<file path="src/rtl/core/assert_macros.svh">
// Assertion macros shared by the oscillator RTL.
`ifndef ASSERT_MACROS_SVH
`define ASSERT_MACROS_SVH

// Check that cons holds in the same cycle whenever ante holds.
`define SOGO_ASSERT(lbl, ante, cons, msg) \
  lbl: assert property (@(posedge clk) disable iff (!rst_n) (ante) |-> (cons)) \
    else $error(msg);

// Check that cons holds in the cycle after ante holds.
`define SOGO_ASSERT_NXT(lbl, ante, cons, msg) \
  lbl: assert property (@(posedge clk) disable iff (!rst_n) (ante) |=> (cons)) \
    else $error(msg);

`endif

</file>
<file path="src/rtl/core/sogo_pkg.sv">
// Types, constants and the sine table generator for the oscillator.
package sogo_pkg;

  localparam int ELAPSED_W  = 20;
  localparam int VALUE_W    = 32;
  localparam int TIME_W     = 48;
  localparam int AMP_W      = 24;
  localparam int FREQ_W     = 24;
  localparam int POFS_W     = 16;
  localparam int LEVEL_W    = 32;
  localparam int CFG_DATA_W = 32;
  localparam int CFG_IDX_W  = 2;
  localparam int SINE_W     = 31;   // table entries in [0, 2^30]
  localparam int PROD_W     = 56;   // amplitude times signed sine, plus rounding

  localparam int TABLE_ADDR_BITS_DEF = 10;
  localparam int PHASE_BITS_DEF      = 32;
  localparam int QUEUE_DEPTH         = 2;

  localparam logic [63:0] HALF_PI_Q30 = 64'd1686629713;
  localparam logic [63:0] SINE_ONE    = 64'd1 << 30;

  // Factorial ratios (2n)(2n+1) of the Taylor series for sine.
  localparam logic [63:0] TAYLOR_DIV [8] = '{
    64'd1, 64'd6, 64'd20, 64'd42, 64'd72, 64'd110, 64'd156, 64'd210
  };

  typedef enum logic [CFG_IDX_W-1:0] {
    REG_AMPLITUDE    = 2'd0,
    REG_FREQUENCY    = 2'd1,
    REG_PHASE_OFFSET = 2'd2,
    REG_LEVEL_OFFSET = 2'd3
  } cfg_reg_e_t;

  typedef struct packed {
    logic signed [AMP_W-1:0]   amplitude;
    logic        [FREQ_W-1:0]  frequency;
    logic        [POFS_W-1:0]  phase_offset;
    logic signed [LEVEL_W-1:0] level_offset;
  } cfg_t;

  localparam cfg_t CFG_RESET = '{
    amplitude:    24'sh010000,
    frequency:    24'h010000,
    phase_offset: 16'h0000,
    level_offset: 32'sh00010000
  };

  typedef enum logic [1:0] {
    BK_FILL,
    BK_IDLE,
    BK_LOOK,
    BK_SUM
  } bk_state_t;

  // Quarter-wave entry k: sin(pi/2 * k / 2^abits) in Q1.30, eight-term series.
  function automatic logic [SINE_W-1:0] sine_entry(input int unsigned k,
                                                   input int unsigned abits);
    logic [63:0]        m;
    logic [63:0]        x;
    logic [63:0]        x2;
    logic [63:0]        term;
    logic signed [63:0] sum;
    int                 n;
    m    = 64'd1 << abits;
    x    = (HALF_PI_Q30 * 64'(k) + (m >> 1)) >> abits;
    x2   = (x * x) >> 30;
    term = x;
    sum  = signed'(x);
    for (n = 1; n < 8; n++) begin
      term = ((term * x2) >> 30) / TAYLOR_DIV[n[2:0]];
      if (n[0]) begin
        sum = sum - signed'(term);
      end else begin
        sum = sum + signed'(term);
      end
    end
    if (sum < 0) begin
      sum = 0;
    end
    if (sum > signed'(SINE_ONE)) begin
      sum = signed'(SINE_ONE);
    end
    return sum[SINE_W-1:0];
  endfunction

endpackage

</file>
<file path="src/rtl/core/sogo_in_if.sv">
// Tick request channel: elapsed time with valid/ready.
interface sogo_in_if;
  import sogo_pkg::*;

  logic                 valid;
  logic                 ready;
  logic [ELAPSED_W-1:0] elapsed;

  modport source(output valid, output elapsed, input ready);
  modport sink(input valid, input elapsed, output ready);
endinterface

</file>
<file path="src/rtl/core/sogo_front.sv">
// Front end: accept ticks, advance the time and phase accumulators.
`include "assert_macros.svh"

module sogo_front #(
  parameter int PHASE_BITS = sogo_pkg::PHASE_BITS_DEF
) (
  input  logic                                   clk,
  input  logic                                   rst_n,
  sogo_in_if.sink                                in_chan,
  input  logic [sogo_pkg::FREQ_W-1:0]            frequency,
  input  logic                                   tbl_ready,
  input  logic                                   q_full,
  output logic                                   push,
  output logic [PHASE_BITS+sogo_pkg::TIME_W-1:0] push_data
);
  import sogo_pkg::*;

  localparam int MUL_W = FREQ_W + ELAPSED_W;   // Q12.32 turns
  localparam int EXT_W = MUL_W + PHASE_BITS;

  logic                  f_vld_r, f_vld_nxt;
  logic [PHASE_BITS-1:0] inc_r, inc_nxt;
  logic [TIME_W-1:0]     ftime_r, ftime_nxt;
  logic [TIME_W-1:0]     time_acc_r, time_acc_nxt;
  logic [PHASE_BITS-1:0] phase_acc_r, phase_acc_nxt;
  logic [MUL_W-1:0]      prod;
  logic [EXT_W-1:0]      prod_ext;
  logic [TIME_W:0]       tsum;
  logic                  accept;

  assign in_chan.ready = tbl_ready && (!f_vld_r || !q_full);
  assign accept        = in_chan.valid && in_chan.ready;
  assign push          = f_vld_r && !q_full;

  // Scale turns from 32 fraction bits to the accumulator's width.
  assign prod     = MUL_W'(frequency) * MUL_W'(in_chan.elapsed);
  assign prod_ext = {prod, {PHASE_BITS{1'b0}}};
  assign tsum     = {1'b0, time_acc_r} + (TIME_W + 1)'(in_chan.elapsed);

  assign push_data = {phase_acc_r + inc_r, ftime_r};

  always_comb begin
    f_vld_nxt     = f_vld_r;
    inc_nxt       = inc_r;
    ftime_nxt     = ftime_r;
    time_acc_nxt  = time_acc_r;
    phase_acc_nxt = phase_acc_r;
    if (push) begin
      f_vld_nxt     = 1'b0;
      phase_acc_nxt = phase_acc_r + inc_r;
    end
    if (accept) begin
      f_vld_nxt    = 1'b1;
      inc_nxt      = prod_ext[32 +: PHASE_BITS];
      // Stick at the top of the time range.
      time_acc_nxt = tsum[TIME_W] ? '1 : tsum[TIME_W-1:0];
      ftime_nxt    = time_acc_nxt;
    end
  end

  always_ff @(posedge clk) begin
    if (!rst_n) begin
      f_vld_r     <= 1'b0;
      time_acc_r  <= '0;
      phase_acc_r <= '0;
    end else begin
      f_vld_r     <= f_vld_nxt;
      time_acc_r  <= time_acc_nxt;
      phase_acc_r <= phase_acc_nxt;
    end
  end

  always_ff @(posedge clk) begin
    inc_r   <= inc_nxt;
    ftime_r <= ftime_nxt;
  end

  `SOGO_ASSERT(a_time_mono, $past(rst_n), time_acc_r >= $past(time_acc_r),
               "running time went backwards")
  `SOGO_ASSERT_NXT(a_stage_hold, f_vld_r && !push, f_vld_r && $stable(inc_r),
                   "stalled increment lost")
endmodule

</file>
<file path="src/flat_wrapper.sv">
// flat-port wrapper written by rule: the top's interface ports become plain ports
module sogo_front_flat import sogo_pkg::*;
#(
  parameter int PHASE_BITS = sogo_pkg::PHASE_BITS_DEF
)
  (clk, rst_n, frequency, tbl_ready, q_full, push, push_data, in_chan_valid, in_chan_elapsed, in_chan_ready);
  sogo_in_if in_chan_i ();
  input  logic clk;
  input  logic rst_n;
  input  logic [sogo_pkg::FREQ_W-1:0] frequency;
  input  logic tbl_ready;
  input  logic q_full;
  output logic push;
  output logic [PHASE_BITS+sogo_pkg::TIME_W-1:0] push_data;
  input wire logic [$bits(in_chan_i.valid)-1:0] in_chan_valid;
  input wire logic [$bits(in_chan_i.elapsed)-1:0] in_chan_elapsed;
  output wire logic [$bits(in_chan_i.ready)-1:0] in_chan_ready;
  assign in_chan_i.valid = in_chan_valid;
  assign in_chan_i.elapsed = in_chan_elapsed;
  assign in_chan_ready = in_chan_i.ready;
  sogo_front #(.PHASE_BITS(PHASE_BITS)) u_core (.clk(clk), .rst_n(rst_n), .in_chan(in_chan_i), .frequency(frequency), .tbl_ready(tbl_ready), .q_full(q_full), .push(push), .push_data(push_data));
endmodule
</file>
<file path="config.mk">
export PLATFORM = sky130hd
export DESIGN_NAME = sogo_front_flat
export DESIGN_NICKNAME = d
export VERILOG_FILES = /design/src/rtl/core/sogo_pkg.sv /design/src/rtl/core/sogo_in_if.sv /design/src/rtl/core/sogo_front.sv /design/src/flat_wrapper.sv
export VERILOG_INCLUDE_DIRS = /design/src /design/src/rtl/core
export SDC_FILE = /design/constraint.sdc
export NUM_CORES = 1
export LEC_CHECK = 0
export ABC_AREA = 1
export BUFFER_PORTS_ARGS = -buffer_cell sky130_fd_sc_hd__buf_4
export CORE_ASPECT_RATIO = 0.6
export CORE_MARGIN = 2
export CORE_UTILIZATION = 34
export CTS_BUF_LIST = sky130_fd_sc_hd__clkbuf_16
export DETAILED_ROUTE_END_ITERATION = 8
export PLACE_DENSITY = 0.57
export SLEW_MARGIN = 20
export SYNTH_ARGS = -nofsm -noshare
export SYNTH_HDL_FRONTEND = slang
export SYNTH_SLANG_ARGS = --single-unit
</file>
<file path="constraint.sdc">
create_clock -name clk -period 7.85 [get_ports clk]
set_clock_uncertainty 0.2 [all_clocks]
set_input_delay 1.1775 -clock clk [delete_from_list [all_inputs] [get_ports clk]]
set_output_delay 1.1775 -clock clk [all_outputs]
set_load 0.01 [all_outputs]
</file>
==> impl_metrics.ini <==
[placed_design]
gp_congestion = 0.9799
dp_hpwl_um = 61090
io_buffers = 130
place_ws_ns = 0.3332

[layout]
antennaDiodeCount = 0
nNetsFinal = 3907
final_common_cell = inv_1
layout_common_cells = inv_1, nand2_1, fa_1
final_layout_size_suffix_gt1_share_pct = 6.023
area_delta_synth_final_pct = 10.19
fill_cells = 7407

[grt]
antenna_found_initial = 0
grt_use_met3_pct = 5.335
gr-usage-met2_pct = 29.54
track_usage_pct = 21.20
grt_pass1_vias = 20217
grt_use_met1_pct = 33.15
grt_max_degree = 71
overflow = 0
top_usage_layer = met1
grt_pass1_wl_um = 118700

[status]
outcome = complete, no violations

[floorplanning]
start_util_pct = 34.29
die_w_um = 346.6
dieArea_um2 = 72620
num_rows = 75
die_y_um = 209.5
ios = 131
coreArea_um2 = 69820

[sta]
tightest_slew_ns = 1.002
slew_viol_final = 0
tns_ns = 0
fin_ws_ns = 0.7492
setup_viol = 0
hold_slack_ns = 0.3405
hold_violations = 0
grt_setup_unrepaired = false
fin_crit_sh_pct = 90.46
fmax_mhz = 140.8
slew-limit-headroom_pct = 33.09
layout_min_cycle_time_ns = 7.101

[critical_path]
rr_endpoint = u_core.time_acc_r[5]
crit_fanout = 25
required_ns = 7.87
critical_path.endpoint = u_core.inc_r[31]
r2r_slack_ns = 4.76
cp-startpoint = in_chan_elapsed[3]
r2r-start = u_core.time_acc_r[0]
end_kind = flop
worst_ep_arrival_time_ns = 7.12
cp-start-kind = input port
r2r_cells = 12
critPathKind = in2reg

[logic_synthesis]
synth-edff-count = 80
syn_avg_cell_area_um2 = 7.194
yosysSeqAreaShare_pct = 16.81
synth_fa_ha_area_share_pct = 35.31
synthXorXnorAreaFrac_pct = 2.597
yosys.area_share.simple_pct = 23.70
synth_top_family_by_area = adder cells
synth.distinct_cells = 46
postSynthNetCount = 3854
synthesis.area_um2 = 23940
yosysWarnings = 0
syn_inst = 3328
yosys_register_bits = 161
async_flop_share_pct = 0
yosys-mux-area-fraction_pct = 0
synth_compound_area_share_pct = 5.697
ys.flop_type = dfxtp_1

[worst_hold_path]
hold_class = reg2reg

[routing]
firstDrtPassIters = 6
wire_per_inst_um = 17.49
drcViolationCount = 0
drt_wl_total_um = 75410
drt-vias-per-instance = 4.743
antenna_left = 0
drt_iter0_drc = 1901
vias = 20449

[clock_tree]
hold_buffers = 0
clkSlewWorstSetupHoldPaths_ns = 0.06
cts-root-buf = clkbuf_16
cts_sinks = 161
post-cts-setup-buffers = 0
cts_buffers = 25
cts_tree = built
ctsResizeCount = 0
clock_latency_ns = 0.51
cts.path.max_buffers = 3
htree_levels = 4

[flow_run]
drv_cap = 0
cell usage after synthesis, drive strengths merged (39+ instances only):
cell type  instances  area [um^2]
clkbuf            96        360.4
a21oi            106        530.5
dfxtp             81         1622
nor2             236        913.4
inv              894         3358
fa               331         6626
xor2              48        420.4
nand2            886         3348
nand4             39        259.0
o21ai            109        549.3
ha               146         1827
edfxtp            80         2402
nand3            158        878.4
cell type report:
class                      count  area, um^2  area share [%]
timing repair buffer         136        1021           3.870
multi-input combinational   2162       16130           61.14
sequential                   161        4024           15.25
tap                          924        1156           4.383
clock inverter                 8       60.06          0.2277
inverter                     895        3364           12.75
clock buffer                  25       625.6           2.372
through the flow:
stage / instance area, um^2 / std cells / utilization, %
CTS: 26370 / 4311 / 37.78
detailed placement: 25690 / 4278 / 36.79
global route: 26380 / 4311 / 37.78
global placement: 25690 / 4278 / 36.79
finish: 26380 / 4311 / 37.78
floorplan: 23940 / 3328 / -
worst min path at each step:
stage | start | endpoint | slack, ns | cells past startpoint
global route | u_core.phase_acc_r[1] | u_core.phase_acc_r[1] | 0.38 | 2
global placement | u_core.phase_acc_r[0] | u_core.phase_acc_r[0] | 0.31 | 2
finish | u_core.phase_acc_r[0] | u_core.phase_acc_r[0] | 0.34 | 2
CTS | u_core.phase_acc_r[0] | u_core.phase_acc_r[0] | 0.34 | 2
floorplan | u_core.phase_acc_r[0] | u_core.phase_acc_r[0] | 0.28 | 2
detailed placement | u_core.phase_acc_r[0] | u_core.phase_acc_r[0] | 0.33 | 2
critical path, cell delays in order:
cell and delay, ns:
buf_4 0.28, nand2_1 0.08, inv_1 0.08, fa_1 0.45
fa_1 0.51, inv_1 0.05, fa_1 0.48, inv_1 0.06
fa_1 0.49, inv_1 0.05, fa_1 0.52, inv_1 0.05
fa_1 0.51, inv_1 0.06, fa_1 0.50, inv_1 0.05
ha_1 0.34, nand2_1 0.10, inv_1 0.12, nand3_1 0.08
o21ai_0 0.56, a21oi_1 0.24, nand3_1 0.14, nand2_1 0.11
cell families (layout without fill, tap and decap cells):
kind of cell | after synthesis | count (layout)
fa+ha+maj | 477 | 477
compound gates | 253 | 253
simple gates | 1361 | 1361
flops | 161 | 161
xor+xnor | 71 | 71
buf+inv | 1005 | 1064
sequential cells by signal, indices dropped and copies added, names as in the netlist:
| register | count |
|---|---|
| u_core.f_vld_r | 1 |
| u_core.ftime_r | 48 |
| u_core.inc_r | 32 |
| u_core.phase_acc_r | 32 |
| u_core.time_acc_r | 48 |
per-layer routing:
layer | up-vias | routed length (um)
li1 | 9910 | -
met1 | 9730 | 38170
met2 | 743 | 29040
met3 | 66 | 7266
met4 | 0 | 928
met5 | - | 0
Power is not shown: default switching activity piles up to over one toggle a cycle in this logic, so the estimate is an artifact.
