$ cat src/rtl/core/assert_macros.svh
// Assertion macros shared by the oscillator RTL.
`ifndef ASSERT_MACROS_SVH
`define ASSERT_MACROS_SVH

// Check that cons holds in the same cycle whenever ante holds.
`define SOGO_ASSERT(lbl, ante, cons, msg) \
  lbl: assert property (@(posedge clk) disable iff (!rst_n) (ante) |-> (cons)) \
    else $error(msg);

// Check that cons holds in the cycle after ante holds.
`define SOGO_ASSERT_NXT(lbl, ante, cons, msg) \
  lbl: assert property (@(posedge clk) disable iff (!rst_n) (ante) |=> (cons)) \
    else $error(msg);

`endif

$ cat src/rtl/core/sogo_pkg.sv
// Types, constants and the sine table generator for the oscillator.
package sogo_pkg;

  localparam int ELAPSED_W  = 20;
  localparam int VALUE_W    = 32;
  localparam int TIME_W     = 48;
  localparam int AMP_W      = 24;
  localparam int FREQ_W     = 24;
  localparam int POFS_W     = 16;
  localparam int LEVEL_W    = 32;
  localparam int CFG_DATA_W = 32;
  localparam int CFG_IDX_W  = 2;
  localparam int SINE_W     = 31;   // table entries in [0, 2^30]
  localparam int PROD_W     = 56;   // amplitude times signed sine, plus rounding

  localparam int TABLE_ADDR_BITS_DEF = 10;
  localparam int PHASE_BITS_DEF      = 32;
  localparam int QUEUE_DEPTH         = 2;

  localparam logic [63:0] HALF_PI_Q30 = 64'd1686629713;
  localparam logic [63:0] SINE_ONE    = 64'd1 << 30;

  // Factorial ratios (2n)(2n+1) of the Taylor series for sine.
  localparam logic [63:0] TAYLOR_DIV [8] = '{
    64'd1, 64'd6, 64'd20, 64'd42, 64'd72, 64'd110, 64'd156, 64'd210
  };

  typedef enum logic [CFG_IDX_W-1:0] {
    REG_AMPLITUDE    = 2'd0,
    REG_FREQUENCY    = 2'd1,
    REG_PHASE_OFFSET = 2'd2,
    REG_LEVEL_OFFSET = 2'd3
  } cfg_reg_e_t;

  typedef struct packed {
    logic signed [AMP_W-1:0]   amplitude;
    logic        [FREQ_W-1:0]  frequency;
    logic        [POFS_W-1:0]  phase_offset;
    logic signed [LEVEL_W-1:0] level_offset;
  } cfg_t;

  localparam cfg_t CFG_RESET = '{
    amplitude:    24'sh010000,
    frequency:    24'h010000,
    phase_offset: 16'h0000,
    level_offset: 32'sh00010000
  };

  typedef enum logic [1:0] {
    BK_FILL,
    BK_IDLE,
    BK_LOOK,
    BK_SUM
  } bk_state_t;

  // Quarter-wave entry k: sin(pi/2 * k / 2^abits) in Q1.30, eight-term series.
  function automatic logic [SINE_W-1:0] sine_entry(input int unsigned k,
                                                   input int unsigned abits);
    logic [63:0]        m;
    logic [63:0]        x;
    logic [63:0]        x2;
    logic [63:0]        term;
    logic signed [63:0] sum;
    int                 n;
    m    = 64'd1 << abits;
    x    = (HALF_PI_Q30 * 64'(k) + (m >> 1)) >> abits;
    x2   = (x * x) >> 30;
    term = x;
    sum  = signed'(x);
    for (n = 1; n < 8; n++) begin
      term = ((term * x2) >> 30) / TAYLOR_DIV[n[2:0]];
      if (n[0]) begin
        sum = sum - signed'(term);
      end else begin
        sum = sum + signed'(term);
      end
    end
    if (sum < 0) begin
      sum = 0;
    end
    if (sum > signed'(SINE_ONE)) begin
      sum = signed'(SINE_ONE);
    end
    return sum[SINE_W-1:0];
  endfunction

endpackage

$ cat src/rtl/core/sogo_queue.sv
// Short FIFO between the accumulator front end and the sine back end.
`include "assert_macros.svh"

module sogo_queue #(
  parameter int WIDTH = 80,
  parameter int DEPTH = sogo_pkg::QUEUE_DEPTH
) (
  input  logic             clk,
  input  logic             rst_n,
  input  logic             push,
  input  logic [WIDTH-1:0] push_data,
  input  logic             pop,
  output logic [WIDTH-1:0] head_data,
  output logic             full,
  output logic             empty
);
  localparam int PW = (DEPTH > 1) ? $clog2(DEPTH) : 1;
  localparam int CW = $clog2(DEPTH + 1);
  localparam logic [PW-1:0] LAST = PW'(DEPTH - 1);

  logic [WIDTH-1:0] mem_r [DEPTH];
  logic [PW-1:0]    wr_ptr_r, wr_ptr_nxt;
  logic [PW-1:0]    rd_ptr_r, rd_ptr_nxt;
  logic [CW-1:0]    cnt_r, cnt_nxt;

  assign full      = (cnt_r == CW'(DEPTH));
  assign empty     = (cnt_r == '0);
  assign head_data = mem_r[rd_ptr_r];

  always_comb begin
    wr_ptr_nxt = wr_ptr_r;
    rd_ptr_nxt = rd_ptr_r;
    cnt_nxt    = cnt_r;
    if (push) begin
      wr_ptr_nxt = (wr_ptr_r == LAST) ? '0 : wr_ptr_r + 1'b1;
    end
    if (pop) begin
      rd_ptr_nxt = (rd_ptr_r == LAST) ? '0 : rd_ptr_r + 1'b1;
    end
    if (push && !pop) begin
      cnt_nxt = cnt_r + 1'b1;
    end else if (pop && !push) begin
      cnt_nxt = cnt_r - 1'b1;
    end
  end

  always_ff @(posedge clk) begin
    if (!rst_n) begin
      wr_ptr_r <= '0;
      rd_ptr_r <= '0;
      cnt_r    <= '0;
    end else begin
      wr_ptr_r <= wr_ptr_nxt;
      rd_ptr_r <= rd_ptr_nxt;
      cnt_r    <= cnt_nxt;
    end
  end

  always_ff @(posedge clk) begin
    if (push) begin
      mem_r[wr_ptr_r] <= push_data;
    end
  end

  `SOGO_ASSERT(a_cnt_bound, 1'b1, cnt_r <= CW'(DEPTH), "queue count beyond depth")
  `SOGO_ASSERT(a_push_room, push, !full, "push into a full queue")
  `SOGO_ASSERT(a_pop_data, pop, !empty, "pop from an empty queue")
endmodule

$ cat config.mk
export PLATFORM = sky130hd
export DESIGN_NAME = sogo_queue
export DESIGN_NICKNAME = d
export VERILOG_FILES = /design/src/rtl/core/sogo_pkg.sv /design/src/rtl/core/sogo_queue.sv
export VERILOG_INCLUDE_DIRS = /design/src /design/src/rtl/core
export SDC_FILE = /design/constraint.sdc
export NUM_CORES = 1
export LEC_CHECK = 0
export BUFFER_PORTS_ARGS = -buffer_cell sky130_fd_sc_hd__buf_2
export CAP_MARGIN = 5
export CORE_MARGIN = 10
export CORE_UTILIZATION = 52
export DETAILED_ROUTE_END_ITERATION = 12
export GPL_TIMING_DRIVEN = 0
export PLACE_DENSITY_LB_ADDON = 0.25
export SYNTH_ARGS = -nofsm -noshare
export SYNTH_HDL_FRONTEND = slang
export SYNTH_SLANG_ARGS = --single-unit
$ cat constraint.sdc
create_clock -name clk -period 6.9 [get_ports clk]
set_clock_uncertainty 0.1 [all_clocks]
set_input_delay 1.38 -clock clk [delete_from_list [all_inputs] [get_ports clk]]
set_output_delay 1.38 -clock clk [all_outputs]
set_load 0.005 [all_outputs]
==> impl_metrics.py, run 1 <==
metrics = {
    "place": {
        "place.gp.congestion": 0.732,
        "dp_hpwl_um": 8340,
        "pre_cts_ws_ps": 3940,
        "dp_cells": 582,
        "portBuffers": 165,
    },
    "critical_path": {
        "path_buf_inv": 3,
        "worstPathArrival_ps": 1700,
        "worstSetupStartpointType": "register",
        "crit_type": "register to output port",
        "critical_path_depth": 4,
        "critPathTopFamily": "buffers and inverters",
        "crit_path_end_kind": "output port",
        "cp.required_ps": 5420,
        "max_stage_delay_ps": 360,
        "path_cells": "buf_2, buf_6, mux2_2, buf_2",
        "crit_path_max_fanout": 10,
        "crit_top_cell": "buf_2",
        "timing.reg2reg.worst_path_depth": 2,
        "slowest_stage": "mux2_2",
    },
    "timing": {
        "hold_violations": 0,
        "max_freq_mhz": 314,
        "tightest_slew_ps": 835,
        "hold_ws_ps": 422,
        "period_share_pct": 46.1,
        "fin_crit_ps": 3180,
        "slew_viol_final": 0,
        "tns_ps": 0,
        "setup_viol": 0,
        "setup_ws_ps": 3720,
        "slew_headroom_pct": 44.2,
        "rsz0062_at_grt": "false",
    },
    "detailed_routing": {
        "drc": 0,
        "firstDrtPassIters": 4,
        "num_vias": 3089,
        "totalWireLength_um": 11800,
        "wire_per_inst_um": 19.3,
        "ant_nets": 0,
        "drt_iter0_drc": 227,
        "viasPerCell": 5.03,
    },
    "finish": {
        "most-common-layout-cells": "buf_2, edfxtp_1, mux2_2",
        "instances_no_fill": 614,
        "antenna_cells": 0,
        "nNetsFinal": 543,
        "drive_gt1_share_pct": 60.9,
        "area_growth_pct": 26.6,
        "final_common_cell": "buf_2",
    },
    "run_status": {
        "status": "complete, no violations",
    },
    "hold_path": {
        "hold_class": "register to register",
        "min_path_cells": 2,
    },
    "die": {
        "row_count": 39,
        "io_pins": 166,
        "initial_core_util_pct": 52.9,
        "coreArea_um2": 11400,
        "die_w_um": 128,
        "die_h_um": 128,
        "die-area_um2": 16300,
    },
    "clocking": {
        "ctsResizeCount": 0,
        "clkLatencyLatePin_ps": 400,
        "clk_path_buf_depth": 2,
        "cts.sinks": 165,
        "numCtsBuffers": 17,
        "post_cts_buffers": 0,
        "cts_hold_buffers": 0,
        "root_buffer": "clkbuf_16",
        "clkTransAtPathRegs_ps": 60,
        "cts_tree": "built",
        "htreeDepth": 4,
    },
    "yosys": {
        "seq_area_frac_synth_pct": 81.5,
        "synth_seq_cells": 165,
        "synth_cell_types": 17,
        "syn-num-nets": 356,
        "synthTopCellsByArea": "edfxtp_1, mux2_2, dfxtp_1",
        "synth-xor-area-share_pct": 0.436,
        "synth_top_family_by_area": "multiplexers",
        "synth.area.mux_share_pct": 15.0,
        "synth_top_area_share_pct": 79.8,
        "ys_warn_count": 0,
        "synth_largest_area_cell": "edfxtp_1",
        "synth-simple-area-share_pct": 0.935,
        "postSynthCellCount": 271,
        "syn_avg_cell_area_um2": 22.2,
        "netlist_area_um2": 6020,
        "synth_fa_ha_area_share_pct": 0.208,
        "synth_compound_area_share_pct": 0.333,
    },
    "power": {
        "max-vdd-ir-drop_uv": 157,
        "p_leak_nw": 2.88,
        "p_per_area_nw_per_um2": 289,
    },
    "run": {
        "cap_violations": 0,
    },
    "grt": {
        "grt_pass1_vias": 3363,
        "grt.overflow.total": 0,
        "antenna_found_initial": 0,
        "grt_pass1_wl_um": 18000,
        "grt_max_degree": 51,
        "grtUsageTotal_pct": 14.4,
    },
}
[stage by stage]
stage	power [mW]	util (%)	instance area (um^2)
after floorplan	1.31	-	6020
after global placement	1.41	61.8	7020
after detailed placement	1.42	62.5	7100
after CTS	2.23	67.0	7620
after global routing	2.29	67.0	7620
final	2.20	67.0	7620
[layout make-up]
class | count | area (um^2)
sequential | 165 | 4900
fill | 797 | 3750
multi-input combinational | 96 | 1030
timing repair buffer | 168 | 893
clock buffer | 19 | 433
tap | 143 | 179
buffer | 9 | 95.1
clock inverter | 13 | 85.1
inverter | 1 | 3.75
[power breakdown]
group	switching [mW]	leakage, nW	internal (mW)
sequential	0.0125	1.54	1.16
combinational	0.102	1.10	0.116
clock	0.359	0.238	0.456
[path summary, 6_finish.rpt]
kind	from	endpoint	slack (ps)
max reg2reg	wr_ptr_r	mem_r[0][42]	5190
min reg2reg	cnt_r[1]	cnt_r[1]	420
max	register	head_data[44]	3720
min	cnt_r[1]	cnt_r[1]	420
[synth_stat cells (all sizes together)]
library cell,instances
a21boi,1
nor2b,2
inv,1
buf,9
o21ai,1
xnor2,1
mux2,80
dfxtp,5
nor2,1
and2b,1
or3,1
ha,1
edfxtp,160
o21a,1
xor2,2
and2,4
[tightest hold or removal path, delay by kind of cell (launching register included)]
family | cells | cell delay (ps)
flip-flops | 1 | 330
AO/OA/AOI/OAI | 2 | 140
[per-layer routing]
layer	track usage, %	up-vias	part of all wire, %
li1	-	1454	-
met2	23.4	115	50
met4	5.70	0	1.4
met3	6.66	12	9.5
met1	16.3	1508	39
met5	0	-	0
[logic make-up (layout without fill, tap and decap cells)]
kind of cell               Yosys count  count (layout)
DFF                                165             165
muxes                               80              80
buffers and inverters               10             210
and+or+nand+nor                      9               9
AOI/OAI and AO/OA                    3               3
xor gates and xnor gates             3               3
adders and majority gates            1               1
[registers in the layout, summed over array words and instances, names as in the netlist, named ones only]
name      flops
mem_r       160
cnt_r         2
rd_ptr_r      1
wr_ptr_r      1
No activity file was read; power rests on OpenSTA's default activity.
==> run 2, diff against run 1 <==
Settings changed: CORE_UTILIZATION 52 to 47.
Clock period 6.9 ns to 2.75 ns, I/O delays scaled along.
==> run 2 against run 1 <==
Non-clock buffer count unchanged; die area grew 8.9%; largest cell class unchanged; worst hold slack got worse by 200 ps; critical path depth unchanged; largest power group unchanged; register-to-register slack worse by 4200 ps; sequential share of layout area down 0.71 points; core utilization fell by 5.7 points; via count fell by 0.68%.
==> impl_metrics.py, run 2 (same netlist as run 1, synthesis figures left out) <==
metrics = {
    "timing": {
        "hold_violations": 0,
        "rsz0062_at_grt": "false",
        "setup_ws_ps": 393,
        "tns_ps": 0,
        "fin_crit_ps": 2360,
        "slew_viol_final": 0,
        "setup_viol": 0,
        "tightest_slew_ps": 834,
        "period_share_pct": 85.7,
        "max_freq_mhz": 424,
        "slew_headroom_pct": 44.3,
    },
    "grt": {
        "grt_max_degree": 42,
        "grtUsageTotal_pct": 13.3,
        "grt.overflow.total": 0,
        "antenna_found_initial": 2,
        "grt_pass1_wl_um": 18300,
        "grt_pass1_vias": 3483,
    },
    "critical_path": {
        "crit_path_end_kind": "output port",
        "path_cells": "buf_2, buf_6, mux2_2, buf_2",
        "worstSetupStartpointType": "register",
        "worstReg2RegStart": "wr_ptr_r",
        "timing.reg2reg.worst_path_depth": 2,
        "crit_top_cell": "buf_2",
        "crit_type": "register to output port",
        "cp.required_ps": 2100,
        "critical_path_depth": 4,
        "slowest_stage": "mux2_2",
        "max_stage_delay_ps": 340,
        "crit_path_max_fanout": 10,
        "critPathTopFamily": "buffers and inverters",
        "worstPathArrival_ps": 1710,
        "path_buf_inv": 3,
    },
    "die": {
        "die_w_um": 133,
        "die_h_um": 133,
        "row_count": 41,
        "io_pins": 166,
        "coreArea_um2": 12600,
        "die-area_um2": 17700,
        "initial_core_util_pct": 47.9,
    },
    "clocking": {
        "ctsResizeCount": 0,
        "numCtsBuffers": 17,
        "htreeDepth": 4,
        "cts_tree": "built",
        "clkLatencyLatePin_ps": 410,
        "post_cts_buffers": 0,
        "cts.sinks": 165,
        "root_buffer": "clkbuf_16",
        "clkTransAtPathRegs_ps": 60,
        "clk_path_buf_depth": 2,
        "cts_hold_buffers": 0,
    },
    "place": {
        "place.gp.congestion": 0.677,
        "dp_hpwl_um": 8190,
        "portBuffers": 165,
        "pre_cts_ws_ps": 571,
    },
    "finish": {
        "largest_registers": "mem_r (160), cnt_r (2)",
        "area_growth_pct": 28.0,
        "nNetsFinal": 543,
        "most-common-layout-cells": "buf_2, edfxtp_1, mux2_2",
        "fillCellCount": 948,
        "registers.top_by_ff_count": "mem_r",
        "largest_reg_flops": 160,
        "final_common_cell": "buf_2",
        "drive_gt1_share_pct": 60.9,
    },
    "detailed_routing": {
        "ant_nets": 0,
        "viasPerCell": 4.77,
        "drc": 0,
        "wire_per_inst_um": 18.1,
        "totalWireLength_um": 11600,
        "drt_iter0_drc": 117,
        "num_vias": 3068,
        "firstDrtPassIters": 4,
    },
    "hold_path": {
        "min_from": "push_data[34]",
        "min_path_cells": 1,
        "hold_class": "input pin to register",
    },
    "run_status": {
        "status": "complete, no violations",
    },
    "power": {
        "power_mw": 5.76,
        "p_leak_nw": 2.91,
        "p_per_area_nw_per_um2": 747,
        "max-vdd-ir-drop_uv": 425,
    },
    "run": {
        "cap_violations": 0,
    },
}
==> run 2: worst reg2reg max path, stage by stage (launching register included) <==
cell and delay, ps:
dfxtp_1 340, nor2b_4 670, buf_12 300
==> run 2: worst paths after layout <==
path	endpoint	slack (ps)
worst max-delay path	head_data[43]	390
worst min-delay path	mem_r[1][34]	220
worst max register to register	mem_r[0][16]	1020
worst min register to register	cnt_r[1]	440
==> run 2: layer usage <==
layer  routed length (um)  part of all wire [%]  track usage, %  up-vias
met5                   20                  0.17               0        -
met2                 5920                    51            21.6      104
met4                  206                   1.8            6.23        2
li1                     -                     -               -     1449
met1                 4630                    40            14.7     1497
met3                  866                   7.4            6.13       16
==> run 2: metrics by stage <==
| stage | instance area [um^2] | utilization (%) | hold WS [ps] | std cells |
|---|---|---|---|---|
| global route | 7700 | 61.3 | 200 | 643 |
| global placement | 7070 | 56.2 | 382 | 608 |
| floorplan | 6030 | - | 366 | 271 |
| detailed placement | 7130 | 56.7 | 421 | 611 |
| CTS | 7700 | 61.3 | 201 | 642 |
| finish | 7700 | 61.3 | 219 | 643 |
==> run 2: layout make-up <==
class / instances / area (um^2) / share of cell area (%)
repair buffers: 168 / 886 / 11.5
clock inverters: 11 / 135 / 1.75
diodes: 1 / 2.50 / 0.0325
plain buffers: 9 / 95.1 / 1.23
well taps: 172 / 215 / 2.79
clock buffers: 20 / 437 / 5.67
multi-input cells: 96 / 1030 / 13.3
inverters: 1 / 3.75 / 0.0487
flip-flops and latches: 165 / 4900 / 63.7
==> run 2: where the power goes <==
| group | leakage (nW) | total (mW) | internal (mW) | switching, mW |
|---|---|---|---|---|
| Combinational | 1.09 | 0.545 | 0.291 | 0.254 |
| Sequential | 1.54 | 2.94 | 2.90 | 0.0307 |
| Clock | 0.271 | 2.28 | 1.41 | 0.869 |
==> run 3, diff against run 2 <==
Settings changed: CORE_UTILIZATION 47 to 56.
Clock period 2.75 ns to 2.8 ns, I/O delays scaled along.
==> run 3 against run 2 <==
Die area shrank 14%; first-iteration DRC count grew 22%; count of clock-buffer cells in the layout is the same; via count grew 1.5%; combinational power is essentially flat; clock power grew 8%; setup slack lost 51 ps; core utilization grew 13 points; critical path depth is the same; flip-flop and latch count is the same; non-clock buffer count is the same; sequential share of layout area shrank 0.14 points; critical path type unchanged; largest power group unchanged.
==> impl_metrics.py, run 3 (same netlist as run 1, synthesis figures left out) <==
metrics = {
    "detailed_routing": {
        "firstDrtPassIters": 5,
        "ant_nets": 0,
        "drt_iter0_drc": 143,
        "viasPerCell": 5.16,
        "drc": 0,
        "totalWireLength_um": 12100,
        "wire_per_inst_um": 20.1,
        "num_vias": 3114,
    },
    "die": {
        "row_count": 37,
        "die_h_um": 124,
        "die-area_um2": 15300,
        "initial_core_util_pct": 57.8,
        "coreArea_um2": 10400,
        "die_w_um": 124,
        "io_pins": 166,
    },
    "clocking": {
        "clkTransAtPathRegs_ps": 60,
        "numCtsBuffers": 17,
        "clk_path_buf_depth": 2,
        "ctsResizeCount": 0,
        "clkLatencyLatePin_ps": 510,
        "root_buffer": "clkbuf_8",
        "cts.sinks": 165,
        "cts_hold_buffers": 0,
        "cts_tree": "built",
        "post_cts_buffers": 0,
        "htreeDepth": 4,
    },
    "power": {
        "power_mw": 5.88,
        "p_per_area_nw_per_um2": 762,
        "max-vdd-ir-drop_uv": 456,
        "p_leak_nw": 2.94,
    },
    "grt": {
        "grt_pass1_vias": 3384,
        "grtUsageTotal_pct": 15.6,
        "grt.overflow.total": 0,
        "grt_pass1_wl_um": 17600,
        "antenna_found_initial": 1,
        "grt_max_degree": 56,
    },
    "timing": {
        "fin_crit_ps": 2460,
        "tns_ps": 0,
        "max_freq_mhz": 407,
        "setup_viol": 0,
        "period_share_pct": 87.8,
        "hold_violations": 0,
        "slew_headroom_pct": 55.3,
        "rsz0062_at_grt": "false",
        "slew_viol_final": 0,
        "tightest_slew_ps": 669,
    },
    "finish": {
        "drive_gt1_share_pct": 61.1,
        "largest_registers": "mem_r (160), cnt_r (2)",
        "fin_util_pct": 74.1,
        "nNetsFinal": 543,
        "area_growth_pct": 28.3,
        "antenna_cells": 0,
        "largest_reg_flops": 160,
        "most-common-layout-cells": "buf_2, edfxtp_1, mux2_2",
        "ff_latch_area_um2": 4900,
        "fillCellCount": 660,
        "multiInputGateArea_um2": 1030,
        "final_common_cell": "buf_2",
        "registers.top_by_ff_count": "mem_r",
    },
    "run": {
        "cap_violations": 0,
    },
    "critical_path": {
        "r2r_slack_ps": 1180,
        "worstSetupStartpointType": "register",
        "crit_type": "register to output port",
        "rr_endpoint": "mem_r[0][67]",
        "timing.reg2reg.worst_path_depth": 2,
        "endpoint": "head_data[42]",
        "cp.required_ps": 2140,
        "crit_path_max_fanout": 10,
        "worstPathArrival_ps": 1800,
        "worstReg2RegStart": "wr_ptr_r",
        "crit_path_end_kind": "output port",
    },
    "place": {
        "dp_hpwl_um": 8540,
        "portBuffers": 165,
        "place.gp.congestion": 0.722,
    },
    "hold_path": {
        "min_from": "push_data[68]",
        "hold_class": "input pin to register",
        "min_path_cells": 1,
    },
    "run_status": {
        "status": "complete, no violations",
    },
}
[run 3: final cells by class]
| type | instances | share of cell area (%) |
|---|---|---|
| timing repair buffer | 168 | 11.6 |
| sequential | 165 | 63.5 |
| multi-input combinational | 96 | 13.3 |
| tap | 136 | 2.20 |
| clock buffer | 20 | 5.51 |
| clock inverter | 9 | 2.64 |
| inverter | 1 | 0.0486 |
| buffer | 9 | 1.23 |
[run 3: metal layers]
layer,GRT usage [%],vias up,share of wire (%)
met5,0,-,0.11
met4,5.53,2,1.1
met3,7.47,17,9.9
met2,27.7,120,53
met1,15.7,1531,36
li1,-,1444,-
[run 3: critical path: stages, from the launching register on]
cell	delay (ps)
dfxtp_1	300
buf_2	290
buf_6	210
mux2_2	350
buf_2	140
[run 3: power by group]
group	switching, mW	internal (mW)
logic	0.255	0.287
clock network	0.842	1.61
registers	0.0325	2.85
[run 3: how the worst min path moves through the flow]
stage / endpoint / slack (ps)
2_1_floorplan: cnt_r[1] / 370
3_3_place_gp: cnt_r[1] / 380
3_5_place_dp: cnt_r[1] / 390
4_1_cts: mem_r[0][55] / 100
5_1_grt: mem_r[0][4] / 100
6_report: mem_r[1][68] / 130
[run 3: metrics by stage]
stage / setup slack, ps / instances / hold WS (ps) / cell area (um^2)
global placement: -271 / 572 / 377 / 7020
finish: 342 / 604 / 129 / 7720
floorplan: 488 / 271 / 366 / 6030
global route: 237 / 604 / 102 / 7720
CTS: 289 / 604 / 104 / 7720
detailed placement: 784 / 575 / 392 / 7090
